`config.mk`:
```
export PLATFORM = sky130hd
export DESIGN_NAME = c2e_cordic_cell
export DESIGN_NICKNAME = d
export VERILOG_FILES = /design/src/hdl/assert_macros.svh /design/src/hdl/c2e_pkg.sv /design/src/hdl/c2e_cordic_cell.sv
export SDC_FILE = /design/constraint.sdc
export NUM_CORES = 1
export LEC_CHECK = 0
export ABC_CLOCK_PERIOD_IN_PS = 7700
export BUFFER_PORTS_ARGS = -buffer_cell sky130_fd_sc_hd__buf_2
export CAP_MARGIN = 30
export CORE_UTILIZATION = 58
export CTS_CLUSTER_DIAMETER = 30
export DETAILED_ROUTE_END_ITERATION = 6
export PLACE_DENSITY = 0.88
export SETUP_SLACK_MARGIN = 0.3
export SYNTH_ARGS = -nofsm -noshare
export SYNTH_HDL_FRONTEND = slang
export SYNTH_SLANG_ARGS = --single-unit
```
`constraint.sdc`:
```
create_clock -name clk -period 7.7 [get_ports clk]
set_input_delay 1.54 -clock clk [delete_from_list [all_inputs] [get_ports clk]]
set_output_delay 1.54 -clock clk [all_outputs]
set_load 0.03 [all_outputs]
```
`src/hdl/assert_macros.svh`:
```
// Assertion macros shared by the address core RTL.
// Checks compile away when SYNTHESIS is defined.
`ifndef ASSERT_MACROS_SVH
`define ASSERT_MACROS_SVH
`ifndef SYNTHESIS
`define ASSERT_IMPLIES(label, clk, rst, a, b) \
  label: assert property (@(posedge clk) disable iff (rst) (a) |-> (b)) \
    else $error("implication check failed");
`define ASSERT_NEXT(label, clk, rst, a, b) \
  label: assert property (@(posedge clk) disable iff (rst) (a) |=> (b)) \
    else $error("next-cycle check failed");
`else
`define ASSERT_IMPLIES(label, clk, rst, a, b)
`define ASSERT_NEXT(label, clk, rst, a, b)
`endif
`endif

```
`src/hdl/c2e_pkg.sv`:
```
// Shared widths, register indexes, face codes and the CORDIC angle table
// for the cubemap to equirectangular address core. No dependencies.
package c2e_pkg;

  localparam int FRAC_BITS     = 16;
  localparam int GUARD_BITS    = 6;
  localparam int MAX_FACE_SIZE = 4096;
  localparam int MAX_SRC_WIDTH = 8192;
  localparam int SRC_HEIGHT_CAP = 4096;
  localparam int CORDIC_STEPS  = FRAC_BITS + 4;

  localparam int PW   = 12;                  // pixel coordinate
  localparam int NW   = 13;                  // clamped face size
  localparam int WW   = 14;                  // clamped source width
  localparam int HW   = 13;                  // clamped source height
  localparam int CHW  = 3;
  localparam int QW   = FRAC_BITS + 1;       // quotient bits
  localparam int NUMW = PW + 1 + FRAC_BITS;  // (2p+1) << FRAC_BITS
  localparam int UW   = FRAC_BITS + 2;       // signed u, v
  localparam int DW   = UW + GUARD_BITS;     // scaled direction component
  localparam int RW   = DW;                  // root bits
  localparam int RADW = 2 * RW;              // radicand bits
  localparam int CW   = DW + 3;              // CORDIC datapath
  localparam int AW   = 32;                  // angle, fraction of a turn
  localparam int COLW = 13;
  localparam int ROWW = 12;
  localparam int OFFW = 27;
  localparam int CFGW = 14;

  localparam int LATENCY = 1 + QW + 3 + RW + 1 + CORDIC_STEPS + 4;

  localparam logic [1:0] REG_FACE_SIZE    = 2'd0;
  localparam logic [1:0] REG_SRC_WIDTH    = 2'd1;
  localparam logic [1:0] REG_SRC_HEIGHT   = 2'd2;
  localparam logic [1:0] REG_SRC_CHANNELS = 2'd3;

  localparam logic [2:0] FACE_PX = 3'd0;
  localparam logic [2:0] FACE_NX = 3'd1;
  localparam logic [2:0] FACE_PY = 3'd2;
  localparam logic [2:0] FACE_NY = 3'd3;
  localparam logic [2:0] FACE_PZ = 3'd4;
  localparam logic [2:0] FACE_NZ = 3'd5;

  localparam logic [AW-1:0] HALF_TURN = 32'h8000_0000;

  // atan(2^-i) in units of 2^-32 turn
  function automatic logic [AW-1:0] atan_turn(input int idx);
    logic [AW-1:0] a;
    case (idx)
      0:  a = 32'd536870912;
      1:  a = 32'd316933406;
      2:  a = 32'd167458907;
      3:  a = 32'd85004756;
      4:  a = 32'd42667331;
      5:  a = 32'd21354465;
      6:  a = 32'd10679838;
      7:  a = 32'd5340245;
      8:  a = 32'd2670163;
      9:  a = 32'd1335087;
      10: a = 32'd667544;
      11: a = 32'd333772;
      12: a = 32'd166886;
      13: a = 32'd83443;
      14: a = 32'd41722;
      15: a = 32'd20861;
      16: a = 32'd10430;
      17: a = 32'd5215;
      18: a = 32'd2608;
      19: a = 32'd1304;
      20: a = 32'd652;
      21: a = 32'd326;
      22: a = 32'd163;
      23: a = 32'd81;
      24: a = 32'd41;
      25: a = 32'd20;
      26: a = 32'd10;
      27: a = 32'd5;
      default: a = '0;
    endcase
    return a;
  endfunction

endpackage

```
`src/hdl/c2e_cordic_cell.sv`:
```
// One CORDIC vectoring step for the longitude and latitude lanes.
// Depends on c2e_pkg (widths and the atan table).
module c2e_cordic_cell #(
  parameter int STEP = 0
) (
  input  logic                           clk,
  input  logic                           rst,
  input  logic                           in_valid,
  input  logic                           in_bad,
  input  logic signed [c2e_pkg::CW-1:0]  in_lon_x,
  input  logic signed [c2e_pkg::CW-1:0]  in_lon_y,
  input  logic [c2e_pkg::AW-1:0]         in_lon_a,
  input  logic signed [c2e_pkg::CW-1:0]  in_lat_x,
  input  logic signed [c2e_pkg::CW-1:0]  in_lat_y,
  input  logic [c2e_pkg::AW-1:0]         in_lat_a,
  output logic                           out_valid,
  output logic                           out_bad,
  output logic signed [c2e_pkg::CW-1:0]  out_lon_x,
  output logic signed [c2e_pkg::CW-1:0]  out_lon_y,
  output logic [c2e_pkg::AW-1:0]         out_lon_a,
  output logic signed [c2e_pkg::CW-1:0]  out_lat_x,
  output logic signed [c2e_pkg::CW-1:0]  out_lat_y,
  output logic [c2e_pkg::AW-1:0]         out_lat_a
);

  localparam int CW = c2e_pkg::CW;
  localparam logic [c2e_pkg::AW-1:0] ATAN = c2e_pkg::atan_turn(STEP);

  logic signed [CW-1:0] lon_xs, lon_ys, lat_xs, lat_ys;

  always_comb begin
    lon_xs = in_lon_x >>> STEP;
    lon_ys = in_lon_y >>> STEP;
    lat_xs = in_lat_x >>> STEP;
    lat_ys = in_lat_y >>> STEP;
  end

  always_ff @(posedge clk) begin
    if (rst) begin
      out_valid <= 1'b0;
    end else begin
      out_valid <= in_valid;
    end
  end

  // rotate toward y = 0
  always_ff @(posedge clk) begin
    out_bad <= in_bad;
    if (!in_lon_y[CW-1]) begin
      out_lon_x <= in_lon_x + lon_ys;
      out_lon_y <= in_lon_y - lon_xs;
      out_lon_a <= in_lon_a + ATAN;
    end else begin
      out_lon_x <= in_lon_x - lon_ys;
      out_lon_y <= in_lon_y + lon_xs;
      out_lon_a <= in_lon_a - ATAN;
    end
    if (!in_lat_y[CW-1]) begin
      out_lat_x <= in_lat_x + lat_ys;
      out_lat_y <= in_lat_y - lat_xs;
      out_lat_a <= in_lat_a + ATAN;
    end else begin
      out_lat_x <= in_lat_x - lat_ys;
      out_lat_y <= in_lat_y + lat_xs;
      out_lat_a <= in_lat_a - ATAN;
    end
  end

endmodule

```
==> results.cfg <==
[grt]
grt_start_max_net_pins = 72
via_count_of_the_first_global_routing_pass = 11522
track_usage = 0.3458
gr-total-overflow = 0
initial_antenna_violation_count = 3
grt_pass1_wl_microns = 58840

[floorplanning]
dieHeight_microns = 146.5
floorplan.rows = 52
die_width_microns = 146.5
initial_core_util = 0.5950
floorplan.core_area_sq_mm = 0.02036
full_die_area_sq_mm = 0.02147
top_level_ports = 350

[detailed_routing]
route.final.wire_length_microns = 37880
routed_via_density = 5.862
drc = 0
routed_wire_length_per_instance_microns = 18.38
dr.first_iter.drc_count = 1089
post_drt_antenna_nets = 0
iteration_count_of_the_initial_detailed_routing_pass = 6
detailroute.via_count = 12082

[worst_setup_path]
worst-setup-path-type = input port to register
critical_path_peak_fanout = 4
arrival_ns = 4.66
start_kind = input port
crit_required_ns = 8.06
crit_family = compound AO/OA/AOI/OAI gates
timing.critical_path.cells = buf_2 -> inv_1 -> ha_1 -> fa_1 -> nor2b_1 -> o31ai_1 -> a21oi_1 -> a31oi_1 -> o31a_1 -> o31ai_1 -> a2111oi_0 -> a31oi_1 -> xnor2_1
critPathBufInv = 2
timing.critical_path.slowest_stage_cell = o31ai_1
critical_path.max_stage_delay_ns = 0.46
critPathCaptureType = register

[final_layout]
fraction_of_layout_cells_with_a_size_suffix_above_1 = 0.2304
layout.cells.most_common = buf_2
most_frequent_cells_in_the_layout = buf_2 (349), dfxtp_1 (172), inv_1 (162), a21oi_1 (161), ha_1 (156)
syn2layout_area_growth_pct = 19.53
final_net_count = 2115
fillerInstances = 1628

[clocking]
clk_pin_slew_ns = 0.09
htreeDepth = 4
cts.sinks = 172
cts.root.buffer_cell = clkbuf_16
numCtsBuffers = 17
cts_resized = 0
cts_hold_repair.buffers = 0
tritoncts_clock_tree = built
setup_repair_bufs_after_cts = 0
clock_path_buffers = 2

[pwr]
net-switching-power_w = 0.001357
power-per-cell-area_mw_per_mm2 = 225.4
leakage_power_of_the_design_nw = 7.110
power.share.switching = 0.4157
cellInternalPower_w = 0.001907
power.combinational.fraction = 0.387
clkPwrFrac = 0.279
power_w = 0.003264
power_frac_seq = 0.334
ir_drop_mv = 0.1492

[logic_synthesis]
syn-mean-instance-area_sq_um = 8.271
seq_area_frac_synth = 0.2842
postSynthCellCount = 1465
ys_warn_count = 0
synth_edf_count = 0
synth.net_count = 1805
postSynth.asyncResetShare = 0
yosys_cell_types = 80
synthFlopType = dfxtp_1
total_of_flip_flops_plus_latches_after_synthesis = 172
syn_area_sq_mm = 0.01212

[sta]
fmaxAchievable_mhz = 232.4
unrepaired_setup_endpoints_after_global_routing = no
headroom_to_the_max_slew_limit = 0.4998
endpoints_failing_hold = 0
fin_tns_setup_ns = 0
period_needed_ns = 4.303
post_route_setup_slack_ns = 3.397
tightest_slew_ns = 0.7503
min_period_over_period = 0.5588
slew_violations = 0
setup_violations = 0

[placed_design]
pre_cts_slack_ns = 3.086
dp.final_hpwl_microns = 29990
gpl.final_weighted_congestion = 0.9832
io_buffers = 349

[job]
cap_viol_max_count = 0

[status]
status = completed

[hold_path]
holdCritPathClass = input port to register
through the flow:
step / hold WS [ns] / utilization / cells / cell area (sq um)
floorplan: 1.568 / - / 1465 / 12120
detailed placement: 1.644 / 0.6801 / 2026 / 13850
finish: 1.186 / 0.7112 / 2061 / 14480
global placement: 1.642 / 0.6801 / 2026 / 13850
CTS: 1.180 / 0.7108 / 2058 / 14480
global route: 1.163 / 0.7110 / 2060 / 14480
routing by layer:
| metal | track usage | up-vias | routed length [microns] |
|---|---|---|---|
| met5 | 0 | - | 0 |
| met1 | 0.4068 | 5557 | 14420 |
| met4 | 0.1802 | 0 | 1768 |
| met2 | 0.5976 | 743 | 18400 |
| met3 | 0.06438 | 136 | 3286 |
| li1 | - | 5646 | - |
flip-flops by register name (all words and copies together) (netlist names):
| register | cells |
|---|---|
| out_lat_a | 32 |
| out_lon_a | 32 |
| out_lat_y | 27 |
| out_lon_y | 27 |
| out_lat_x | 26 |
| out_lon_x | 26 |
| out_bad | 1 |
| out_valid | 1 |
final cells by class:
class,instances,area (sq um),share of cell area
sequential,172,3443,0.2378
timing repair buffer,352,1769,0.1222
multi-input combinational,1060,7655,0.5286
tap,270,337.8,0.02333
clock inverter,15,198.9,0.01374
clock buffer,17,425.4,0.02937
antenna,3,7.507,0.0005184
inverter,172,645.6,0.04458
power groups by stage:
stage | clock network [W] | logic [W] | registers, W
2_1_floorplan | 0 | 0.000561 | 0.00142
3_3_place_gp | 0 | 0.00123 | 0.00110
3_5_place_dp | 0 | 0.00124 | 0.00111
4_1_cts | 0.000921 | 0.00125 | 0.00109
5_1_grt | 0.000965 | 0.00135 | 0.00110
6_report | 0.000910 | 0.00126 | 0.00109
final timing paths:
kind,to,slack (ns),depth (start not counted),start
min,out_lat_a[20],1.19,1,in_lat_a[20]
max,out_lat_y[26],3.40,13,in_lat_y[0]
synthesized netlist by cell type (all sizes together), types with 9 or more instances:
master | n | area share
dfxtp | 172 | 0.28
inv | 167 | 0.052
a21oi | 163 | 0.069
ha | 156 | 0.16
nor2 | 130 | 0.040
o21ai | 107 | 0.045
xnor2 | 93 | 0.067
nand2 | 44 | 0.014
clkbuf | 32 | 0.015
a21o | 29 | 0.018
buf | 29 | 0.016
o21bai | 26 | 0.016
nor3 | 25 | 0.011
mux2i | 24 | 0.020
o211ai | 22 | 0.014
nand3 | 18 | 0.0074
a211oi | 17 | 0.011
nor2b | 17 | 0.0088
o21a | 15 | 0.0093
a31oi | 12 | 0.0062
xor2 | 11 | 0.0080
nand2b | 10 | 0.0052
o31ai | 9 | 0.0056
or3 | 9 | 0.0048
cells by family (layout without fill, tap and decap cells):
logic type / Yosys count / count (layout) / share of synthesized area
other: 0 / 3 / 0
buffers and inverters: 233 / 556 / 0.08406
and+or+nand+nor: 302 / 302 / 0.1195
adders and majority gates: 164 / 164 / 0.1743
AOI/OAI and AO/OA: 466 / 466 / 0.2430
xor gates and xnor gates: 104 / 104 / 0.07518
muxes: 24 / 24 / 0.01983
DFF: 172 / 172 / 0.2842
Power figures use the tool's default switching activity.
