**config.mk**
```make
export PLATFORM = sky130hd
export DESIGN_NAME = c2e_div_cell
export DESIGN_NICKNAME = d
export VERILOG_FILES = /design/src/hdl/assert_macros.svh /design/src/hdl/c2e_pkg.sv /design/src/hdl/c2e_div_cell.sv
export SDC_FILE = /design/constraint.sdc
export NUM_CORES = 1
export LEC_CHECK = 0
export ABC_CLOCK_PERIOD_IN_PS = 2300
export BUFFER_PORTS_ARGS = -buffer_cell sky130_fd_sc_hd__buf_4
export CAP_MARGIN = 0
export CELL_PAD_IN_SITES_DETAIL_PLACEMENT = 0
export CELL_PAD_IN_SITES_GLOBAL_PLACEMENT = 1
export CORE_UTILIZATION = 28
export DETAILED_ROUTE_END_ITERATION = 16
export GPL_ROUTABILITY_DRIVEN = 0
export MAX_ROUTING_LAYER = met4
export PLACE_DENSITY = 0.72
export SLEW_MARGIN = 10
export SYNTH_ARGS = -nofsm -noshare
export SYNTH_HDL_FRONTEND = slang
export SYNTH_SLANG_ARGS = --single-unit
export TNS_END_PERCENT = 30
```
**constraint.sdc**
```tcl
create_clock -name clk -period 2.3 [get_ports clk]
set_input_delay 0.46 -clock clk [delete_from_list [all_inputs] [get_ports clk]]
set_output_delay 0.46 -clock clk [all_outputs]
set_load 0.02 [all_outputs]
```
**src/hdl/assert_macros.svh**
```systemverilog
// Assertion macros shared by the address core RTL.
// Checks compile away when SYNTHESIS is defined.
`ifndef ASSERT_MACROS_SVH
`define ASSERT_MACROS_SVH
`ifndef SYNTHESIS
`define ASSERT_IMPLIES(label, clk, rst, a, b) \
  label: assert property (@(posedge clk) disable iff (rst) (a) |-> (b)) \
    else $error("implication check failed");
`define ASSERT_NEXT(label, clk, rst, a, b) \
  label: assert property (@(posedge clk) disable iff (rst) (a) |=> (b)) \
    else $error("next-cycle check failed");
`else
`define ASSERT_IMPLIES(label, clk, rst, a, b)
`define ASSERT_NEXT(label, clk, rst, a, b)
`endif
`endif

```
**src/hdl/c2e_pkg.sv**
```systemverilog
// Shared widths, register indexes, face codes and the CORDIC angle table
// for the cubemap to equirectangular address core. No dependencies.
package c2e_pkg;

  localparam int FRAC_BITS     = 16;
  localparam int GUARD_BITS    = 6;
  localparam int MAX_FACE_SIZE = 4096;
  localparam int MAX_SRC_WIDTH = 8192;
  localparam int SRC_HEIGHT_CAP = 4096;
  localparam int CORDIC_STEPS  = FRAC_BITS + 4;

  localparam int PW   = 12;                  // pixel coordinate
  localparam int NW   = 13;                  // clamped face size
  localparam int WW   = 14;                  // clamped source width
  localparam int HW   = 13;                  // clamped source height
  localparam int CHW  = 3;
  localparam int QW   = FRAC_BITS + 1;       // quotient bits
  localparam int NUMW = PW + 1 + FRAC_BITS;  // (2p+1) << FRAC_BITS
  localparam int UW   = FRAC_BITS + 2;       // signed u, v
  localparam int DW   = UW + GUARD_BITS;     // scaled direction component
  localparam int RW   = DW;                  // root bits
  localparam int RADW = 2 * RW;              // radicand bits
  localparam int CW   = DW + 3;              // CORDIC datapath
  localparam int AW   = 32;                  // angle, fraction of a turn
  localparam int COLW = 13;
  localparam int ROWW = 12;
  localparam int OFFW = 27;
  localparam int CFGW = 14;

  localparam int LATENCY = 1 + QW + 3 + RW + 1 + CORDIC_STEPS + 4;

  localparam logic [1:0] REG_FACE_SIZE    = 2'd0;
  localparam logic [1:0] REG_SRC_WIDTH    = 2'd1;
  localparam logic [1:0] REG_SRC_HEIGHT   = 2'd2;
  localparam logic [1:0] REG_SRC_CHANNELS = 2'd3;

  localparam logic [2:0] FACE_PX = 3'd0;
  localparam logic [2:0] FACE_NX = 3'd1;
  localparam logic [2:0] FACE_PY = 3'd2;
  localparam logic [2:0] FACE_NY = 3'd3;
  localparam logic [2:0] FACE_PZ = 3'd4;
  localparam logic [2:0] FACE_NZ = 3'd5;

  localparam logic [AW-1:0] HALF_TURN = 32'h8000_0000;

  // atan(2^-i) in units of 2^-32 turn
  function automatic logic [AW-1:0] atan_turn(input int idx);
    logic [AW-1:0] a;
    case (idx)
      0:  a = 32'd536870912;
      1:  a = 32'd316933406;
      2:  a = 32'd167458907;
      3:  a = 32'd85004756;
      4:  a = 32'd42667331;
      5:  a = 32'd21354465;
      6:  a = 32'd10679838;
      7:  a = 32'd5340245;
      8:  a = 32'd2670163;
      9:  a = 32'd1335087;
      10: a = 32'd667544;
      11: a = 32'd333772;
      12: a = 32'd166886;
      13: a = 32'd83443;
      14: a = 32'd41722;
      15: a = 32'd20861;
      16: a = 32'd10430;
      17: a = 32'd5215;
      18: a = 32'd2608;
      19: a = 32'd1304;
      20: a = 32'd652;
      21: a = 32'd326;
      22: a = 32'd163;
      23: a = 32'd81;
      24: a = 32'd41;
      25: a = 32'd20;
      26: a = 32'd10;
      27: a = 32'd5;
      default: a = '0;
    endcase
    return a;
  endfunction

endpackage

```
**src/hdl/c2e_div_cell.sv**
```systemverilog
// One restoring-division cell: one quotient bit for the u and v lanes.
// Depends on c2e_pkg.
module c2e_div_cell (
  input  logic                      clk,
  input  logic                      rst,
  input  logic [c2e_pkg::NW-1:0]    divisor,
  input  logic                      in_valid,
  input  logic [2:0]                in_face,
  input  logic [c2e_pkg::NW-1:0]    in_rem_u,
  input  logic [c2e_pkg::QW-1:0]    in_low_u,
  input  logic [c2e_pkg::QW-1:0]    in_quo_u,
  input  logic [c2e_pkg::NW-1:0]    in_rem_v,
  input  logic [c2e_pkg::QW-1:0]    in_low_v,
  input  logic [c2e_pkg::QW-1:0]    in_quo_v,
  output logic                      out_valid,
  output logic [2:0]                out_face,
  output logic [c2e_pkg::NW-1:0]    out_rem_u,
  output logic [c2e_pkg::QW-1:0]    out_low_u,
  output logic [c2e_pkg::QW-1:0]    out_quo_u,
  output logic [c2e_pkg::NW-1:0]    out_rem_v,
  output logic [c2e_pkg::QW-1:0]    out_low_v,
  output logic [c2e_pkg::QW-1:0]    out_quo_v
);

  localparam int NW = c2e_pkg::NW;
  localparam int QW = c2e_pkg::QW;

  logic [NW:0] trial_u, trial_v;
  logic        ge_u, ge_v;
  logic [NW:0] diff_u, diff_v;

  always_comb begin
    trial_u = {in_rem_u, in_low_u[QW-1]};
    trial_v = {in_rem_v, in_low_v[QW-1]};
    ge_u    = trial_u >= {1'b0, divisor};
    ge_v    = trial_v >= {1'b0, divisor};
    diff_u  = trial_u - {1'b0, divisor};
    diff_v  = trial_v - {1'b0, divisor};
  end

  always_ff @(posedge clk) begin
    if (rst) begin
      out_valid <= 1'b0;
    end else begin
      out_valid <= in_valid;
    end
  end

  always_ff @(posedge clk) begin
    out_face  <= in_face;
    out_rem_u <= ge_u ? diff_u[NW-1:0] : trial_u[NW-1:0];
    out_rem_v <= ge_v ? diff_v[NW-1:0] : trial_v[NW-1:0];
    out_low_u <= {in_low_u[QW-2:0], 1'b0};
    out_low_v <= {in_low_v[QW-2:0], 1'b0};
    out_quo_u <= {in_quo_u[QW-2:0], ge_u};
    out_quo_v <= {in_quo_v[QW-2:0], ge_v};
  end

endmodule

```
==> impl_metrics.py, run 1 <==
metrics = {
    "timing": {
        "hold_slack_ns": 0.213,
        "finalSetupViolations": 0,
        "finalCritPeriodShare_pct": 94.3,
        "rsz0062_at_grt": "false",
        "hold_viol_final": 0,
        "slew_viol_final": 0,
        "fin_crit_ns": 2.17,
        "fmax_mhz": 461,
    },
    "detailed_routing": {
        "routedWlPerCell_um": 15.2,
        "highest_layer": "met4",
        "drt_iter0_markers": 122,
        "ant_nets": 0,
        "routed_via_density": 4.28,
        "wl_um": 11200,
        "drt_pre_antenna_iters": 4,
        "num_vias": 3154,
        "dr_wl_met2_um": 5300,
        "wl_met1_um": 4790,
        "routed-wl-met3_um": 819,
        "drc": 0,
    },
    "final_layout": {
        "stdcell_count": 737,
        "final_nets": 706,
        "area_growth_pct": 67.9,
        "final_area_um2": 5950,
        "fillers": 1151,
        "drive_gt1_share_pct": 51.7,
        "diodes": 0,
    },
    "setup_path": {
        "crit_path_max_fanout": 13,
        "critical_path.top_delay_family": "compound AO/OA/AOI/OAI gates",
        "cpPeakStageDelay_ns": 0.37,
        "crit_buf_inv": 3,
        "start_kind": "input pin",
        "cp.arrival_ns": 2.41,
        "critPathCaptureType": "register",
        "path_cells": "buf_4 > inv_12 > ha_4 > fa_2 > nor2b_4 > o31a_1 > o21ai_2 > a311o_1 > nand3_2 > buf_12 > mux2_2",
        "worst-endpoint-required_ns": 2.54,
        "crit_slowest_cell": "fa_2",
        "critical_path_class": "input pin to register",
    },
    "synth": {
        "synthFlopType": "dfxtp_1",
        "syn-instance-count": 311,
        "synth_area_leaders": "dfxtp_1 (54%), ha_1 (9.2%), mux2_2 (6.4%), xnor2_1 (2.5%), a21oi_1 (2.1%)",
        "netlist_area_um2": 3540,
        "yosysSeqAreaShare_pct": 54.2,
        "syn_area_per_cell_um2": 11.4,
        "yosysMostFrequentCell": "dfxtp_1",
        "synth_common_cells": "dfxtp_1 (96), ha_1 (26), inv_1 (20), mux2_2 (20), nor2_1 (19)",
        "synth_top_area_cell": "dfxtp_1",
        "synth-seq-cells": 96,
        "yosys_warnings": 0,
        "ys_types": 43,
        "async_flop_share_pct": 0,
        "synth_top_area_share_pct": 54.2,
        "synth_enable_flop_cells": 0,
    },
    "place": {
        "dp_cells": 721,
        "dp_hpwl_um": 9260,
        "place_area_um2": 5650,
        "io_buffers": 206,
    },
    "power_and_ir_drop": {
        "power.switching_mw": 1.27,
        "p_int_mw": 3.26,
        "pwr-share-comb_pct": 26.9,
        "leakage_nw": 2.92,
        "ir_worst_vdd_mv": 0.326,
        "powerDensity_nw_per_um2": 761,
        "switching_share_pct": 28.0,
        "p_seq_share_pct": 41.3,
        "power_frac_clock_pct": 31.8,
    },
    "global_routing": {
        "grt_max_degree": 16,
        "first_global_vias": 3083,
        "track_usage_pct": 17.5,
        "grt_pass1_wl_um": 16400,
        "overflow": 0,
        "antenna_found_initial": 0,
    },
    "clock_network": {
        "cts_num_sinks": 96,
        "cts_buffers": 9,
        "cts_tree": "done",
        "cts_max_path_buffers": 2,
        "ctsHtreeMaxLevel": 3,
        "clk_pin_slew_ns": 0.07,
        "clock-root-buffer": "clkbuf_16",
        "cts_hold_buffers": 0,
    },
    "die": {
        "io_pins": 211,
        "die_h_um": 115,
        "initial_core_util_pct": 29.1,
        "floorplan.rows": 40,
        "design.core.area_um2": 12200,
        "die-area_um2": 13100,
        "die_w_um": 115,
    },
    "hold_path": {
        "hold_class": "input pin to register",
    },
    "job": {
        "drv_cap": 0,
    },
    "run_status": {
        "status": "complete, no violations",
    },
}
==> layer usage <==
metal | vias to the layer above | GRT usage, %
li1 | 1594 | -
met1 | 1409 | 19.4
met2 | 134 | 29.5
met3 | 17 | 4.13
met4 | 0 | 8.40
met5 | - | -
==> registers in the layout (all words and copies together), names as in the netlist <==
signal / cells
out_face: 3
out_low_v: 16
out_low_u: 16
out_quo_u: 17
out_quo_v: 17
out_rem_v: 13
out_valid: 1
out_rem_u: 13
==> worst paths after layout <==
path / from / end / cells past startpoint
worst max-delay path: in_low_v[16] / out_rem_v[4] / 11
worst min-delay path: in_quo_v[2] / out_quo_v[3] / 1
==> power by group through the flow <==
stage	Combinational [mW]	Sequential [mW]	Clock, mW
finish	1.22	1.87	1.44
global route	1.31	1.89	1.54
CTS	1.23	1.87	1.48
detailed placement	1.23	1.91	0
global placement	1.21	1.91	0
floorplan	0.432	2.11	0
==> final cells by class <==
| type | instances | area [um^2] | area share (%) |
|---|---|---|---|
| clock inverter | 3 | 25.0 | 0.420 |
| tap | 168 | 210 | 3.53 |
| clock buffer | 12 | 256 | 4.31 |
| inverter | 20 | 87.6 | 1.47 |
| multi-input combinational | 191 | 1580 | 26.6 |
| timing repair buffer | 247 | 1870 | 31.4 |
| sequential | 96 | 1920 | 32.3 |
==> stage by stage <==
step	TNS (ns)	setup WS, ns	utilization (%)	power, mW
6_report	0	0.131	48.9	4.53
3_5_place_dp	-6.35	-0.308	46.5	3.13
3_3_place_gp	-5.59	-0.274	46.5	3.12
2_1_floorplan	-1.36	-0.103	-	2.55
4_1_cts	0	0.0547	48.8	4.59
5_1_grt	0	0.0264	48.9	4.74
==> kinds of logic after synthesis <==
logic type,count (synthesis),synth area share (%)
AO/OA/AOI/OAI,63,11.8
XOR/XNOR,16,3.95
adder cells (fa/ha/maj),28,10.3
buffers and inverters,25,3.11
flip-flops,96,54.2
multiplexers,27,8.51
other,1,0.106
AND/OR/NAND/NOR,55,8.01
==> layout by cell type (no fill, tap or decap), types with 3 or more instances in the layout <==
master     count
buf_4        246
dfxtp_1       96
ha_1          24
inv_1         19
nor2_1        19
a21oi_1       14
o21ai_0       13
mux2_2        13
nand2_1       10
xnor2_1       10
o21a_1         9
clkbuf_16      9
mux2_4         8
xor2_1         6
nand3_1        5
mux2i_1        5
a21o_1         4
o31a_1         4
nand2b_1       3
or3_1          3
nor2b_1        3
==> timing repair <==
action / in CTS / in global routing
endpoints found under the hold margin: 0 / 0
endpoints found under the setup margin: 0 / 13
buffers inserted: 0 / 1
gates resized for setup: 0 / 2
Note: power is estimated with default switching activity, not from simulation.
==> inputs of run 2 (changes only) <==
--- a/config.mk
+++ b/config.mk
@@ -10,6 +10,7 @@
 export CAP_MARGIN = 0
 export CELL_PAD_IN_SITES_DETAIL_PLACEMENT = 0
 export CELL_PAD_IN_SITES_GLOBAL_PLACEMENT = 1
+export CORE_MARGIN = 3
 export CORE_UTILIZATION = 28
 export DETAILED_ROUTE_END_ITERATION = 16
 export GPL_ROUTABILITY_DRIVEN = 0
==> impl_metrics.py, run 2 (synthesis gave the netlist of run 1 again) <==
metrics = {
    "final_layout": {
        "final_area_um2": 5960,
        "area_growth_pct": 68.2,
        "finish.utilization_pct": 48.8,
        "final_nets": 706,
        "diodes": 0,
        "drive_gt1_share_pct": 51.6,
        "stdcell_count": 738,
        "reg_top3": "out_quo_u (17), out_quo_v (17)",
        "layout.cells.most_common": "buf_4",
        "fillers": 1174,
        "final_cell_mix": "buf_4 (245), dfxtp_1 (96), ha_1 (24)",
    },
    "job": {
        "drv_cap": 0,
    },
    "place": {
        "place_area_um2": 5670,
        "io_buffers": 206,
        "dp_cells": 722,
        "dp_hpwl_um": 9820,
        "place_ws_ns": -0.285,
    },
    "timing": {
        "hold_viol_final": 0,
        "setup_slack_ns": 0.0746,
        "fin_crit_ns": 2.23,
        "fmax_mhz": 449,
        "rsz0062_at_grt": "false",
        "tns_ns": 0,
        "finalCritPeriodShare_pct": 96.8,
        "hold_slack_ns": 0.209,
        "finalSetupViolations": 0,
        "slew_viol_final": 0,
    },
    "setup_path": {
        "crit_buf_inv": 2,
        "crit_slowest_cell": "or4_1",
        "worst-endpoint-required_ns": 2.54,
        "cpPeakStageDelay_ns": 0.40,
        "cp.arrival_ns": 2.47,
        "crit_path_max_fanout": 5,
        "critPathCaptureType": "register",
        "path_cells": "buf_4 > inv_1 > ha_4 > nor2b_4 > o31a_1 > o31a_1 > or4_1 > o2111a_1 > mux2_4",
        "critical_path.top_delay_family": "compound AO/OA/AOI/OAI gates",
        "crit_path_frequent_cell": "o31a_1",
        "start_kind": "input pin",
        "critical_path_class": "input pin to register",
    },
    "detailed_routing": {
        "num_vias": 3096,
        "wl_um": 11700,
        "drt_iter0_markers": 127,
        "drt_pre_antenna_iters": 4,
        "ant_nets": 0,
        "routedWlPerCell_um": 15.9,
        "drc": 0,
        "routed_via_density": 4.20,
    },
    "power_and_ir_drop": {
        "power_mw": 4.53,
        "power.switching_mw": 1.31,
        "power_frac_clock_pct": 31.8,
        "pwr-share-comb_pct": 26.9,
        "p_seq_share_pct": 41.3,
        "powerDensity_nw_per_um2": 760,
        "switching_share_pct": 29.0,
        "leakage_nw": 2.92,
        "p_int_mw": 3.22,
        "ir_worst_vdd_mv": 0.355,
    },
    "global_routing": {
        "grt_max_degree": 19,
        "grt_pass1_wl_um": 17600,
        "overflow": 0,
        "grt_busiest_layer": "met2",
        "antenna_found_initial": 0,
        "track_usage_pct": 16.9,
        "grtUsageMet2_pct": 27.7,
        "use_met3_pct": 7.18,
        "grt.met1_usage_pct": 18.9,
        "first_global_vias": 3076,
    },
    "run_status": {
        "status": "complete, no violations",
    },
    "die": {
        "initial_core_util_pct": 29.0,
        "io_pins": 211,
        "die_w_um": 119,
        "design.core.area_um2": 12200,
        "floorplan.rows": 40,
        "die_h_um": 119,
        "die-area_um2": 14000,
    },
    "clock_network": {
        "cts_resized": 0,
        "cts_hold_buffers": 0,
        "clock-root-buffer": "clkbuf_16",
        "clk_pin_slew_ns": 0.07,
        "cts_max_path_buffers": 2,
        "cts_buffers": 9,
        "ctsHtreeMaxLevel": 3,
        "cts_tree": "done",
        "post_cts_buffers": 0,
        "cts_num_sinks": 96,
    },
    "hold_path": {
        "hold_class": "input pin to register",
    },
}
[run 2: changes by cell type in the layout (fill, tap and decap cells not counted), sizes merged]
cell / change
clkinvlp: +3
clkbuf: -3
inv: +1
[run 2: per-layer routing]
layer | wire, um | share of wire (%) | up-vias
met2 | 5690 | 48 | 137
met3 | 1130 | 9.6 | 11
met4 | 171 | 1.5 | 0
met1 | 4760 | 41 | 1340
met5 | 0 | 0 | -
li1 | - | - | 1608
[run 2: final cells by class]
cell class	count	area, um^2	share of cell area [%]
clock inverter	7	61.3	1.03
sequential	96	1920	32.2
inverter	20	87.6	1.47
clock buffer	9	225	3.78
multi-input combinational	191	1580	26.4
tap	168	210	3.53
timing repair buffer	247	1880	31.5
[run 2: final timing paths]
path         start             to  slack, ns  cells after the start
min   in_quo_u[10]  out_quo_u[11]       0.21                      1
max     divisor[2]  out_rem_v[12]       0.07                      9
[run 2: power groups by stage]
stage	Clock (mW)	Combinational, mW	Sequential [mW]
floorplan	0	0.432	2.11
global placement	0	1.22	1.91
detailed placement	0	1.23	1.91
CTS	1.49	1.23	1.88
global route	1.56	1.31	1.89
finish	1.44	1.22	1.87
==> inputs of run 3 (changes only) <==
--- a/config.mk
+++ b/config.mk
@@ -5,7 +5,7 @@
 export SDC_FILE = /design/constraint.sdc
 export NUM_CORES = 1
 export LEC_CHECK = 0
-export ABC_CLOCK_PERIOD_IN_PS = 2300
+export ABC_CLOCK_PERIOD_IN_PS = 2000
 export BUFFER_PORTS_ARGS = -buffer_cell sky130_fd_sc_hd__buf_4
 export CAP_MARGIN = 0
 export CELL_PAD_IN_SITES_DETAIL_PLACEMENT = 0
==> constraint.sdc (replaced) <==
create_clock -name clk -period 2 [get_ports clk]
set_input_delay 0.4 -clock clk [delete_from_list [all_inputs] [get_ports clk]]
set_output_delay 0.4 -clock clk [all_outputs]
set_load 0.02 [all_outputs]
==> impl_metrics.py, run 3 (synthesis gave the netlist of run 1 again) <==
metrics = {
    "clock_network": {
        "clock-root-buffer": "clkbuf_16",
        "clk_pin_slew_ns": 0.07,
        "cts_buffers": 9,
        "cts_max_path_buffers": 2,
        "cts_tree": "done",
        "cts_num_sinks": 96,
        "ctsHtreeMaxLevel": 3,
    },
    "final_layout": {
        "final_cell_mix": "buf_4 (271), dfxtp_1 (96), ha_1 (23)",
        "fillers": 1139,
        "layout.cells.most_common": "buf_4",
        "area_growth_pct": 77.6,
        "final_nets": 735,
        "diodes": 0,
        "reg_top3": "out_quo_u (17), out_quo_v (17)",
        "drive_gt1_share_pct": 54.4,
        "stdcell_count": 767,
    },
    "setup_path": {
        "critPathCaptureType": "register",
        "cp.arrival_ns": 2.34,
        "critical_path_class": "input pin to register",
        "start_kind": "input pin",
        "crit_path_max_fanout": 3,
        "worst-endpoint-required_ns": 2.23,
    },
    "power_and_ir_drop": {
        "p_int_mw": 4.04,
        "pwr-share-comb_pct": 27.2,
        "leakage_nw": 3.12,
        "switching_share_pct": 26.5,
        "p_seq_share_pct": 39.2,
        "powerDensity_nw_per_um2": 873,
        "power.switching_mw": 1.46,
        "ir_worst_vdd_mv": 0.385,
        "power_frac_clock_pct": 33.6,
    },
    "detailed_routing": {
        "drc": 0,
        "ant_nets": 0,
        "num_vias": 3265,
        "wl_um": 12100,
        "routed_via_density": 4.26,
        "routedWlPerCell_um": 15.8,
        "drt_pre_antenna_iters": 4,
        "drt_iter0_markers": 134,
    },
    "timing": {
        "finalSetupViolations": 19,
        "rsz0062_at_grt": "true",
        "finalCritPeriodShare_pct": 106,
        "fin_crit_ns": 2.11,
        "tns_ns": -1.19,
        "hold_viol_final": 0,
        "fmax_mhz": 473,
        "slew_viol_final": 0,
        "setup_slack_ns": -0.113,
    },
    "place": {
        "dp_hpwl_um": 10300,
        "dp_cells": 748,
        "io_buffers": 206,
    },
    "die": {
        "floorplan.rows": 40,
        "die_h_um": 119,
        "initial_core_util_pct": 29.0,
        "die_w_um": 119,
        "design.core.area_um2": 12200,
        "die-area_um2": 14000,
        "io_pins": 211,
    },
    "job": {
        "drv_cap": 0,
    },
    "hold_path": {
        "hold_class": "input pin to register",
    },
    "global_routing": {
        "grt_pass1_wl_um": 18600,
        "grt_max_degree": 17,
        "track_usage_pct": 17.7,
        "overflow": 0,
        "first_global_vias": 3365,
        "antenna_found_initial": 0,
    },
    "run_status": {
        "violations": "negative setup slack",
        "status": "finished with violations",
    },
}
-- run 3: cell count changes in the layout (fill, tap and decap cells not counted), sizes merged --
| cell | before | now |
|---|---|---|
| buf | 247 | 276 |
| clkbuf | 9 | 11 |
| inv | 23 | 22 |
| bufinv | 0 | 2 |
| clkinvlp | 4 | 1 |
-- run 3: power groups by stage --
stage / Combinational (mW) / Sequential, mW / Clock, mW
final: 1.50 / 2.15 / 1.85
after detailed placement: 1.48 / 2.20 / 0
after global placement: 1.47 / 2.20 / 0
after global routing: 1.61 / 2.17 / 1.99
after floorplan: 0.504 / 2.43 / 0
after CTS: 1.51 / 2.16 / 1.90
-- run 3: final cells by class --
| type | instances | area, um^2 | share of cell area [%] |
|---|---|---|---|
| clock buffers | 11 | 243 | 3.86 |
| clock inverters | 5 | 85.1 | 1.35 |
| inverters | 20 | 100 | 1.59 |
| multi-input cells | 191 | 1620 | 25.8 |
| flip-flops and latches | 96 | 1920 | 30.5 |
| well taps | 168 | 210 | 3.34 |
| repair buffers | 276 | 2110 | 33.6 |
-- run 3: per-layer routing --
metal	global-route usage, %	wire (um)
met1	19.6	4960
met2	29.5	5950
met3	6.32	981
met4	6.08	208
met5	-	0
-- run 3: final timing paths --
kind	slack (ns)	from	cells past startpoint	end
min	0.16	in_low_v[8]	1	out_low_v[9]
max	-0.11	in_low_v[16]	10	out_rem_v[12]
-- run 3: metrics by stage --
stage	total power [mW]	cell area, um^2	setup WS (ns)	utilization (%)	hold slack (ns)
2_1_floorplan	2.94	3660	-0.343	-	0.428
3_3_place_gp	3.67	5900	-0.512	48.3	0.505
3_5_place_dp	3.68	5900	-0.562	48.3	0.506
4_1_cts	5.57	6280	-0.121	51.4	0.145
5_1_grt	5.77	6290	-0.163	51.5	0.138
6_report	5.50	6290	-0.113	51.5	0.160
-- run 3: what timing repair did --
action | 4_1_cts | 5_1_grt
buffers inserted | 2 | 1
pin swaps | 8 | 3
gates cloned | 0 | 0
setup endpoints to repair | 26 | 26
resized for setup | 9 | 2
hold buffers | 0 | 0
-- run 3: critical path: stages --
cell	delay, ns
buf_8	0.11
inv_12	0.04
ha_4	0.12
fa_2	0.22
nor2b_4	0.05
o31a_1	0.31
o31a_1	0.27
or4_1	0.42
o2111a_1	0.15
mux2_4	0.25
