===== src/hdl/assert_macros.svh =====
// Assertion macros shared by the address core RTL.
// Checks compile away when SYNTHESIS is defined.
`ifndef ASSERT_MACROS_SVH
`define ASSERT_MACROS_SVH
`ifndef SYNTHESIS
`define ASSERT_IMPLIES(label, clk, rst, a, b) \
  label: assert property (@(posedge clk) disable iff (rst) (a) |-> (b)) \
    else $error("implication check failed");
`define ASSERT_NEXT(label, clk, rst, a, b) \
  label: assert property (@(posedge clk) disable iff (rst) (a) |=> (b)) \
    else $error("next-cycle check failed");
`else
`define ASSERT_IMPLIES(label, clk, rst, a, b)
`define ASSERT_NEXT(label, clk, rst, a, b)
`endif
`endif


===== src/hdl/c2e_pkg.sv =====
// Shared widths, register indexes, face codes and the CORDIC angle table
// for the cubemap to equirectangular address core. No dependencies.
package c2e_pkg;

  localparam int FRAC_BITS     = 16;
  localparam int GUARD_BITS    = 6;
  localparam int MAX_FACE_SIZE = 4096;
  localparam int MAX_SRC_WIDTH = 8192;
  localparam int SRC_HEIGHT_CAP = 4096;
  localparam int CORDIC_STEPS  = FRAC_BITS + 4;

  localparam int PW   = 12;                  // pixel coordinate
  localparam int NW   = 13;                  // clamped face size
  localparam int WW   = 14;                  // clamped source width
  localparam int HW   = 13;                  // clamped source height
  localparam int CHW  = 3;
  localparam int QW   = FRAC_BITS + 1;       // quotient bits
  localparam int NUMW = PW + 1 + FRAC_BITS;  // (2p+1) << FRAC_BITS
  localparam int UW   = FRAC_BITS + 2;       // signed u, v
  localparam int DW   = UW + GUARD_BITS;     // scaled direction component
  localparam int RW   = DW;                  // root bits
  localparam int RADW = 2 * RW;              // radicand bits
  localparam int CW   = DW + 3;              // CORDIC datapath
  localparam int AW   = 32;                  // angle, fraction of a turn
  localparam int COLW = 13;
  localparam int ROWW = 12;
  localparam int OFFW = 27;
  localparam int CFGW = 14;

  localparam int LATENCY = 1 + QW + 3 + RW + 1 + CORDIC_STEPS + 4;

  localparam logic [1:0] REG_FACE_SIZE    = 2'd0;
  localparam logic [1:0] REG_SRC_WIDTH    = 2'd1;
  localparam logic [1:0] REG_SRC_HEIGHT   = 2'd2;
  localparam logic [1:0] REG_SRC_CHANNELS = 2'd3;

  localparam logic [2:0] FACE_PX = 3'd0;
  localparam logic [2:0] FACE_NX = 3'd1;
  localparam logic [2:0] FACE_PY = 3'd2;
  localparam logic [2:0] FACE_NY = 3'd3;
  localparam logic [2:0] FACE_PZ = 3'd4;
  localparam logic [2:0] FACE_NZ = 3'd5;

  localparam logic [AW-1:0] HALF_TURN = 32'h8000_0000;

  // atan(2^-i) in units of 2^-32 turn
  function automatic logic [AW-1:0] atan_turn(input int idx);
    logic [AW-1:0] a;
    case (idx)
      0:  a = 32'd536870912;
      1:  a = 32'd316933406;
      2:  a = 32'd167458907;
      3:  a = 32'd85004756;
      4:  a = 32'd42667331;
      5:  a = 32'd21354465;
      6:  a = 32'd10679838;
      7:  a = 32'd5340245;
      8:  a = 32'd2670163;
      9:  a = 32'd1335087;
      10: a = 32'd667544;
      11: a = 32'd333772;
      12: a = 32'd166886;
      13: a = 32'd83443;
      14: a = 32'd41722;
      15: a = 32'd20861;
      16: a = 32'd10430;
      17: a = 32'd5215;
      18: a = 32'd2608;
      19: a = 32'd1304;
      20: a = 32'd652;
      21: a = 32'd326;
      22: a = 32'd163;
      23: a = 32'd81;
      24: a = 32'd41;
      25: a = 32'd20;
      26: a = 32'd10;
      27: a = 32'd5;
      default: a = '0;
    endcase
    return a;
  endfunction

endpackage


===== src/hdl/c2e_sqrt_cell.sv =====
// One digit-by-digit square root cell: one root bit, side data carried along.
// Depends on c2e_pkg.
module c2e_sqrt_cell #(
  parameter int SIDE_W = 1
) (
  input  logic                        clk,
  input  logic                        rst,
  input  logic                        in_valid,
  input  logic [SIDE_W-1:0]           in_side,
  input  logic [c2e_pkg::RW+1:0]      in_rem,
  input  logic [c2e_pkg::RADW-1:0]    in_rad,
  input  logic [c2e_pkg::RW-1:0]      in_root,
  output logic                        out_valid,
  output logic [SIDE_W-1:0]           out_side,
  output logic [c2e_pkg::RW+1:0]      out_rem,
  output logic [c2e_pkg::RADW-1:0]    out_rad,
  output logic [c2e_pkg::RW-1:0]      out_root
);

  localparam int RW   = c2e_pkg::RW;
  localparam int RADW = c2e_pkg::RADW;

  logic [RW+3:0] part;
  logic [RW+3:0] trial;
  logic          ge;
  logic [RW+3:0] diff;

  always_comb begin
    part  = {in_rem, in_rad[RADW-1 -: 2]};
    trial = {2'b00, in_root, 2'b01};
    ge    = part >= trial;
    diff  = part - trial;
  end

  always_ff @(posedge clk) begin
    if (rst) begin
      out_valid <= 1'b0;
    end else begin
      out_valid <= in_valid;
    end
  end

  always_ff @(posedge clk) begin
    out_side <= in_side;
    out_rem  <= ge ? diff[RW+1:0] : part[RW+1:0];
    out_rad  <= {in_rad[RADW-3:0], 2'b00};
    out_root <= {in_root[RW-2:0], ge};
  end

endmodule


===== config.mk =====
export PLATFORM = sky130hd
export DESIGN_NAME = c2e_sqrt_cell
export DESIGN_NICKNAME = d
export VERILOG_FILES = /design/src/hdl/assert_macros.svh /design/src/hdl/c2e_pkg.sv /design/src/hdl/c2e_sqrt_cell.sv
export SDC_FILE = /design/constraint.sdc
export NUM_CORES = 1
export LEC_CHECK = 0
export ABC_CLOCK_PERIOD_IN_PS = 8520
export BUFFER_PORTS_ARGS = -buffer_cell sky130_fd_sc_hd__buf_2
export CAP_MARGIN = 25
export CORE_MARGIN = 2
export CORE_UTILIZATION = 48
export CTS_CLUSTER_DIAMETER = 150
export DETAILED_ROUTE_END_ITERATION = 10
export PLACE_DENSITY = 0.85
export SLEW_MARGIN = 20
export SYNTH_ARGS = -nofsm -noshare
export SYNTH_HDL_FRONTEND = slang
export SYNTH_SLANG_ARGS = --single-unit
export TNS_END_PERCENT = 5

===== constraint.sdc =====
create_clock -name clk -period 8.52 [get_ports clk]
set_clock_uncertainty 0.15 [all_clocks]
set_input_delay 1.704 -clock clk [delete_from_list [all_inputs] [get_ports clk]]
set_output_delay 1.704 -clock clk [all_outputs]
set_load 0.01 [all_outputs]

==> impl_metrics.yaml, run 1 <==
sta:
  rsz0062_at_grt: "false"
  setup_ws_ps: 4440
  post_route_clock_period_utilization: 0.479
  finalMaxSlewViolations: 0
  clock.fmax_mhz: 245
  finalHoldViolCount: 0
  setup_viol: 0
  finalWorstPathRequiredPeriod_ps: 4080
  totalNegativeSetupSlack_ps: 0
clock_tree:
  cts-root-to-sink-buffers: 2
  cts.htree.levels: 3
  cts_inserted_buffers: 9
  cts.root.buffer_cell: "sky130_fd_sc_hd__clkbuf_8"
  cts_tree: "yes"
  clk_pin_slew_worst_paths_ps: 110
  cts_sinks: 98
  post_cts.repair.setup_buffers: 0
  cts_resized: 0
  cts_hold_buf: 0
setup_path:
  crit_path_end_kind: "flop"
  cp_data_arrival_time_ps: 4180
  crit_path_start_kind: "input pin"
  crit_path_category: "in2reg"
  worst-path-max-fanout: 17
  timing.critical_path.required_ps: 8620
grt:
  globalRouteTotalUtil: 0.214
  grt_antenna_before_repair: 0
  globalRoute.totalOverflow: 0
  grt_pass1_wl_mm: 14.6
  number_of_global_route_vias_before_repair: 3252
  pin_count_of_the_biggest_net_entering_global_routing: 27
power:
  max-vdd-ir-drop_uv: 85.7
  finalPower_mw: 1.05
  power_density_nw_per_um2: 207
  static-leakage-power_nw: 2.66
logic_synthesis:
  yosys_most_used_dff: "sky130_fd_sc_hd__dfxtp_1"
  post_synth_instance_area_um2: 3810
  synth_top_cells_by_area: "sky130_fd_sc_hd__dfxtp_1 (51%), sky130_fd_sc_hd__ha_1 (8.5%), sky130_fd_sc_hd__mux2_4 (6.3%)"
  synth_cell_type_count: 50
  syn_area_cell_um2: 11.0
  post-synth-top-area-cell: "sky130_fd_sc_hd__dfxtp_1"
  synth_edf_count: 0
  proportion_of_netlist_area_held_by_the_largest_area_contributor: 0.515
  synth_seq_cells: 98
  synth_seq_area_share: 0.515
  post_synthesis_async_set_or_reset_flop_share: 0
  synth_warnings: 0
  postSynthCellCount: 348
routing:
  drt_first_pass_iters: 4
  drt.antenna.violating_nets: 0
  post_drt_wl_per_cell_um: 14.3
  wirelength_mm: 9.48
  drc: 0
  viasPerCell: 4.93
  route.vias.total: 3256
  drt-initial-drc-count: 136
floorplanning:
  die_area_um2: 8670
  pin_count: 202
  placeableCoreArea_um2: 7730
  start_util: 0.493
  chipWidth_um: 93.1
  floorplan.rows: 32
  die_height_um: 93.1
layout:
  design_area_um2: 5090
  layout-drive-gt1-share: 0.438
  syn2layout_area_growth_pct: 33.6
  layout.nets: 682
  num_antenna_cells: 0
  utilization_after_layout: 0.659
place:
  minimum_setup_slack_after_placement_ps: 3720
  routabilityCongestion: 0.832
  port-buffer-count: 199
  dpl-instance-area_um2: 4870
  dp_hpwl_mm: 7.75
worst_hold_path:
  worstHoldPathType: "in2reg"
  min_path_cells: 1
run:
  cap_viol_max_count: 0
outcome:
  run_status: "completed"
## final timing paths
check	start	to
setup / recovery	in_root[0]	out_rem[18]$_DFF_P_
hold / removal	in_rad[37]	out_rad[39]$_DFF_P_
## critical path, stage by stage
cell                       delay (ps)
sky130_fd_sc_hd__buf_2             90
sky130_fd_sc_hd__inv_1             30
sky130_fd_sc_hd__ha_1             360
sky130_fd_sc_hd__nand2b_1         100
sky130_fd_sc_hd__a211o_1          300
sky130_fd_sc_hd__a21oi_2          190
sky130_fd_sc_hd__o211ai_2         120
sky130_fd_sc_hd__a31oi_2          230
sky130_fd_sc_hd__nor2_2            90
sky130_fd_sc_hd__o21ai_4          400
sky130_fd_sc_hd__buf_16           230
sky130_fd_sc_hd__mux2_4           310
## synth_stat cells (all sizes together) (2+ instances only)
cell type  instances
dfxtp             98
inv               30
ha                26
a21oi             22
mux2              22
nand2             21
nor2              18
o21ai             17
xnor2             13
xor2              10
a211oi             6
a21o               6
buf                6
nor3               6
nor2b              4
and2               3
and3               3
nand2b             3
o211ai             3
o21a               3
a31oi              2
a41oi              2
and4               2
mux2i              2
nand4              2
o21bai             2
o31ai              2
## registers in the layout, indices dropped and copies added (netlist names)
| register | flops |
|---|---|
| out_rad | 46 |
| out_rem | 26 |
| out_root | 24 |
| out_side | 1 |
| out_valid | 1 |
## cell usage in the layout (no fill, tap or decap), types with 13 or more instances in the layout
cell,n
sky130_fd_sc_hd__nand2_1,21
sky130_fd_sc_hd__nor2_1,16
sky130_fd_sc_hd__inv_1,30
sky130_fd_sc_hd__buf_2,199
sky130_fd_sc_hd__dfxtp_1,98
sky130_fd_sc_hd__a21oi_1,21
sky130_fd_sc_hd__ha_1,26
sky130_fd_sc_hd__mux2_4,16
sky130_fd_sc_hd__xnor2_1,13
sky130_fd_sc_hd__o21ai_0,15
## power breakdown
part | switching, mW | internal, mW | leakage [nW]
logic | 0.126 | 0.123 | 1.74
clock network | 0.174 | 0.115 | 0.100
registers | 0.0103 | 0.504 | 0.827
total | 0.310 | 0.741 | 2.66
## final cells by class
type                            instances  area (µm²)
Clock buffer                            9         124
Clock inverter                          7        65.1
Fill cell                             644        2640
Sequential cell                        98        1960
Multi-Input combinational cell        215        1680
Inverter                               30         113
Tap cell                              102         128
Timing Repair Buffer                  200        1020
## layer usage
metal	vias up	part of all wire	track usage
met5	-	0	0
met4	0	0.024	0.0797
met3	22	0.073	0.0572
met2	162	0.52	0.403
met1	1473	0.38	0.227
li1	1599	-	-
## kinds of logic (layout without fill, tap and decap cells)
group,after synthesis,in the layout,synth area share
other,1,2,0.000984
multiplexers,24,24,0.0860
flip-flops,98,98,0.515
XOR/XNOR,23,23,0.0529
buffers and inverters,36,246,0.0466
AO/OA/AOI/OAI,72,72,0.125
AND/OR/NAND/NOR,68,68,0.0880
adder cells (fa/ha/maj),26,26,0.0854
## metrics by stage
stage          hold WS (ps)  std cells
2_1_floorplan          1580        349
3_3_place_gp           1660        644
3_5_place_dp           1660        644
4_1_cts                1270        660
5_1_grt                1260        661
6_report               1280        661
Power figures use the tool's default switching activity.
==> run 2, diff against run 1 <==
ABC_CLOCK_PERIOD_IN_PS = 4300   (was 8520)
CORE_UTILIZATION = 45   (was 48)
PLACE_DENSITY = 0.8   (was 0.85)
clock period = 4.3 ns   (was 8.52 ns; I/O delays follow)
==> run 2 against run 1 <==
Net effect: sequential power is 98% higher; non-clock buffer count stayed put; sequential share of layout area hardly changed; global-route usage is 1.3 points lower; clock power is 100% higher; wire length is 3.0% higher; combinational power is 97% higher; via count is 1.8% lower; critical path type unchanged; critical endpoint is now out_rem[4]$_DFF_P_; count of clock-buffer cells in the layout stayed put; die area is 6.4% higher.
==> impl_metrics.yaml, run 2 (same netlist as run 1, synthesis figures left out) <==
power:
  max-vdd-ir-drop_uv: 181
  static-leakage-power_nw: 2.66
  power_density_nw_per_um2: 412
  finalPower_mw: 2.10
clock_tree:
  cts_resized: 0
  cts.htree.levels: 3
  cts.root.buffer_cell: "sky130_fd_sc_hd__clkbuf_8"
  cts_hold_buf: 0
  cts-root-to-sink-buffers: 2
  clk_pin_slew_worst_paths_ps: 110
  cts_inserted_buffers: 9
  cts_sinks: 98
  cts_tree: "yes"
  post_cts.repair.setup_buffers: 0
setup_path:
  crit_path_end_kind: "flop"
  timing.critical_path.slowest_stage_cell: "sky130_fd_sc_hd__o21ai_4"
  crit_path_category: "in2reg"
  critPathMaxStageDelay_ps: 400
  crit_path_start_kind: "input pin"
  cp_data_arrival_time_ps: 3330
  critPathLaunch: "in_root[0]"
  worst-path-max-fanout: 18
  chain_of_cells_forming_the_critical_path: "buf_2 -> inv_1 -> ha_1 -> nand2b_1 -> a211o_1 -> a21oi_2 -> o211ai_2 -> a31oi_2 -> nor2_2 -> o21ai_4 -> buf_12 -> mux2_2"
  timing.critical_path.required_ps: 4410
sta:
  finalMaxSlewViolations: 0
  setup_viol: 0
  finalHoldViolCount: 0
  post_route_clock_period_utilization: 0.748
  clock.fmax_mhz: 311
  finalWorstPathRequiredPeriod_ps: 3220
  totalNegativeSetupSlack_ps: 0
  rsz0062_at_grt: "false"
layout:
  layoutNonFillerInstCount: 664
  layout.nets: 682
  regMostFlops: "out_rad"
  num_antenna_cells: 0
  layout_top_registers: "out_rad (46), out_rem (26), out_root (24)"
  final_common_cell: "sky130_fd_sc_hd__buf_2"
  mostFrequentLayoutCells: "sky130_fd_sc_hd__buf_2 (199), sky130_fd_sc_hd__dfxtp_1 (98), sky130_fd_sc_hd__inv_1 (30)"
  layout-drive-gt1-share: 0.438
  syn2layout_area_growth_pct: 33.5
  flip_flop_count_of_the_largest_register_all_copies_and_words_added: 46
worst_hold_path:
  worstHoldPathType: "in2reg"
  hold-path-endpoint: "out_rad[17]$_DFF_P_"
  min_path_cells: 1
  hold_start: "in_rad[15]"
place:
  routabilityCongestion: 0.797
  port-buffer-count: 199
  dpl.cell_count: 648
  dp_hpwl_mm: 7.87
floorplanning:
  chipWidth_um: 96.0
  die_area_um2: 9220
  floorplan.rows: 33
  die_height_um: 96.0
  placeableCoreArea_um2: 8220
  start_util: 0.464
  pin_count: 202
routing:
  drc: 0
  drt-initial-drc-count: 116
  wirelength_mm: 9.76
  drt_first_pass_iters: 4
  route.vias.total: 3197
  viasPerCell: 4.81
  drt.antenna.violating_nets: 0
  post_drt_wl_per_cell_um: 14.7
run:
  cap_viol_max_count: 0
grt:
  grt_pass1_wl_mm: 14.1
  grt_antenna_before_repair: 0
  pin_count_of_the_biggest_net_entering_global_routing: 20
  globalRouteTotalUtil: 0.201
  globalRoute.totalOverflow: 0
  number_of_global_route_vias_before_repair: 3034
outcome:
  run_status: "completed"
run 2: layer usage:
| layer | part of all wire | GRT usage | vias up |
|---|---|---|---|
| met4 | 0.010 | 0.0762 | 0 |
| met2 | 0.52 | 0.379 | 124 |
| met3 | 0.099 | 0.0705 | 8 |
| li1 | - | - | 1604 |
| met1 | 0.37 | 0.199 | 1461 |
| met5 | 0 | 0 | - |
run 2: power breakdown:
part | total, mW | leakage [nW] | internal [mW] | switching (mW)
Clock | 0.587 | 0.0997 | 0.227 | 0.360
Combinational | 0.490 | 1.73 | 0.242 | 0.248
Sequential | 1.02 | 0.827 | 0.998 | 0.0209
Total | 2.10 | 2.66 | 1.47 | 0.629
run 2: final cells by class:
class	count	area (µm²)
inverter	30	113
clock inverter	7	67.6
fill	726	3130
sequential	98	1960
clock buffer	9	124
multi-input combinational	215	1680
timing repair buffer	200	1020
tap	105	131
run 2: worst max-delay path: cells and delay by family:
kind            cells  cell delay, ps
buf+inv             3             360
mux                 1             350
compound gates      5            1190
simple gates        2             190
fa+ha+maj           1             360
run 2: worst max-delay path by stage:
stage	cells after the start	to
global route	12	out_rem[3]$_DFF_P_
global placement	12	out_rem[2]$_DFF_P_
detailed placement	12	out_rem[5]$_DFF_P_
floorplan	11	out_rem[10]$_DFF_P_
CTS	12	out_rem[5]$_DFF_P_
finish	12	out_rem[4]$_DFF_P_
run 2: metrics by stage:
step | util | hold slack [ps] | cell area (µm²) | worst slack [ps]
2_1_floorplan | - | 738 | 3810 | 1170
3_3_place_gp | 0.596 | 813 | 4900 | 784
3_5_place_dp | 0.596 | 814 | 4900 | 710
4_1_cts | 0.619 | 416 | 5090 | 1100
5_1_grt | 0.619 | 410 | 5090 | 898
6_report | 0.619 | 430 | 5090 | 1080
==> run 3, diff against run 2 <==
ABC_AREA = 1   (was unset)
ABC_CLOCK_PERIOD_IN_PS = 2900   (was 4300)
CORE_UTILIZATION = 42   (was 45)
PLACE_DENSITY = 0.76   (was 0.8)
clock period = 2.9 ns   (was 4.3 ns; I/O delays follow)
==> run 3 against run 2 <==
Net effect: die area increased by 22%; setup slack got worse by 280 ps; hold slack got worse by 300 ps; clock power increased by 44%; cell area increased by 12%; non-clock buffer count increased by 4.
==> impl_metrics.yaml, run 3 <==
layout:
  filler_cell_count: 1050
  utilization_after_layout: 0.559
  layout.nets: 936
  flip_flop_count_of_the_largest_register_all_copies_and_words_added: 46
  multi_input_comb_area_um2: 1890
  syn2layout_area_growth_pct: 30.4
  layout_top_registers: "out_rad (46), out_rem (26), out_root (24)"
  num_antenna_cells: 0
  regMostFlops: "out_rad"
  layoutNonFillerInstCount: 949
  final-seq-area_um2: 1960
  final_common_cell: "sky130_fd_sc_hd__nand2_1"
  layout-drive-gt1-share: 0.285
  mostFrequentLayoutCells: "sky130_fd_sc_hd__nand2_1 (203), sky130_fd_sc_hd__buf_2 (199), sky130_fd_sc_hd__inv_1 (126)"
run:
  cap_viol_max_count: 0
logic_synthesis:
  synth_warnings: 0
  yosys_most_used_dff: "sky130_fd_sc_hd__dfxtp_1"
  synth_seq_cells: 98
  proportion_of_netlist_area_held_by_the_largest_area_contributor: 0.447
  postSynthCellCount: 602
  post-synth-top-area-cell: "sky130_fd_sc_hd__dfxtp_1"
  synth_top_cells_by_area: "sky130_fd_sc_hd__dfxtp_1 (45%), sky130_fd_sc_hd__nand2_1 (17%), sky130_fd_sc_hd__inv_1 (11%)"
  synth_seq_area_share: 0.447
  synth_edf_count: 0
  syn_area_cell_um2: 7.29
  synth_cell_type_count: 30
  post_synth_instance_area_um2: 4390
  post-synth-top-count-cell: "sky130_fd_sc_hd__nand2_1"
  post_synthesis_async_set_or_reset_flop_share: 0
  netlist_top_cells_count: "sky130_fd_sc_hd__nand2_1 (203), sky130_fd_sc_hd__inv_1 (126), sky130_fd_sc_hd__dfxtp_1 (98)"
clock_tree:
  cts_tree: "yes"
  cts_resized: 0
  cts_sinks: 98
  cts.htree.levels: 3
  clk_pin_slew_worst_paths_ps: 100
  cts.root.buffer_cell: "sky130_fd_sc_hd__clkbuf_8"
  cts-root-to-sink-buffers: 2
  post_cts.repair.setup_buffers: 0
  cts_hold_buf: 0
  cts_inserted_buffers: 9
place:
  port-buffer-count: 199
  dpl.cell_count: 933
  dp_hpwl_mm: 9.63
  routabilityCongestion: 0.917
grt:
  grt_antenna_before_repair: 0
  pin_count_of_the_biggest_net_entering_global_routing: 25
  globalRouteTotalUtil: 0.211
  globalRoute.totalOverflow: 0
  grt_pass1_wl_mm: 18.4
  number_of_global_route_vias_before_repair: 3913
worst_hold_path:
  hold-path-endpoint: "out_rad[21]$_DFF_P_"
  worstHoldPathType: "in2reg"
  hold_start: "in_rad[19]"
  min_path_cells: 1
routing:
  viasPerCell: 4.45
  route.vias.total: 4226
  drt-initial-drc-count: 209
  drt_first_pass_iters: 4
  drt.antenna.violating_nets: 0
  wirelength_mm: 11.9
  drc: 0
  post_drt_wl_per_cell_um: 12.6
floorplanning:
  placeableCoreArea_um2: 10200
  floorplan.rows: 37
  start_util: 0.429
  pin_count: 202
  die_area_um2: 11300
  die_height_um: 106
  chipWidth_um: 106
setup_path:
  worst-path-max-fanout: 24
  crit_path_start_kind: "input pin"
  cp_data_arrival_time_ps: 2260
  crit_path_category: "in2reg"
  timing.critical_path.required_ps: 3060
  crit_path_end_kind: "flop"
sta:
  setup_viol: 0
  finalHoldViolCount: 0
  holdWs_ps: 135
  totalNegativeSetupSlack_ps: 0
  finalWorstPathRequiredPeriod_ps: 2090
  rsz0062_at_grt: "false"
  finalMaxSlewViolations: 0
  post_route_clock_period_utilization: 0.722
  clock.fmax_mhz: 478
power:
  max-vdd-ir-drop_uv: 363
  power_density_nw_per_um2: 537
  static-leakage-power_nw: 3.40
outcome:
  run_status: "completed"
[run 3: worst max path at each step]
stage | from | endpoint | slack, ps | cells after the start
after global placement | in_root[14] | out_rem[19]$_DFF_P_ | 460 | 12
after detailed placement | in_root[12] | out_rem[10]$_DFF_P_ | 430 | 14
after CTS | in_root[18] | out_rem[10]$_DFF_P_ | 840 | 12
after global routing | in_root[14] | out_rem[14]$_DFF_P_ | 660 | 12
after floorplan | in_root[12] | out_rem[22]$_DFF_P_ | 660 | 14
final | in_root[14] | out_rem[14]$_DFF_P_ | 810 | 12
[run 3: final cells by class]
class / instances / share of cell area
Tap cell: 136 / 0.0298
Inverter: 127 / 0.0834
Clock inverter: 7 / 0.0114
Timing Repair Buffer: 204 / 0.181
Clock buffer: 9 / 0.0217
Multi-Input combinational cell: 368 / 0.330
Sequential cell: 98 / 0.343
[run 3: stage by stage]
step	setup WS (ps)	instance area [µm²]	power, mW
floorplan	659	4390	1.97
global placement	459	5530	2.25
detailed placement	432	5530	2.26
CTS	838	5720	3.11
global route	662	5720	3.25
finish	806	5720	3.07
[run 3: per-layer routing]
metal	GRT usage	wire [µm]	up-vias
met4	0.0724	229	0
li1	-	-	2229
met2	0.385	5870	152
met3	0.0766	1040	18
met5	0	0	-
met1	0.223	4780	1827
[run 3: cell families after synthesis]
family / Yosys count / share of synthesized area
AO/OA/AOI/OAI: 32 / 0.0414
XOR/XNOR: 13 / 0.0260
adder cells (fa/ha/maj): 26 / 0.0742
buffers and inverters: 137 / 0.123
flip-flops: 98 / 0.447
other: 1 / 0.000855
AND/OR/NAND/NOR: 295 / 0.287
[run 3: critical path: stages]
cell and delay (ps):
sky130_fd_sc_hd__buf_2 90, sky130_fd_sc_hd__inv_1 40, sky130_fd_sc_hd__ha_1 330, sky130_fd_sc_hd__nand2_1 150
sky130_fd_sc_hd__nor2_1 210, sky130_fd_sc_hd__nand2_1 110, sky130_fd_sc_hd__nor2_1 140, sky130_fd_sc_hd__nand2_2 80
sky130_fd_sc_hd__nand3_2 80, sky130_fd_sc_hd__buf_4 260, sky130_fd_sc_hd__nand2_1 100, sky130_fd_sc_hd__o21ai_0 80
[run 3: report_power, final]
part,total [mW],switching (mW),leakage [nW],internal (mW)
Sequential,1.50,0.0276,0.827,1.47
Clock,0.844,0.517,0.0905,0.327
Combinational,0.726,0.434,2.48,0.292
Total,3.07,0.979,3.40,2.09
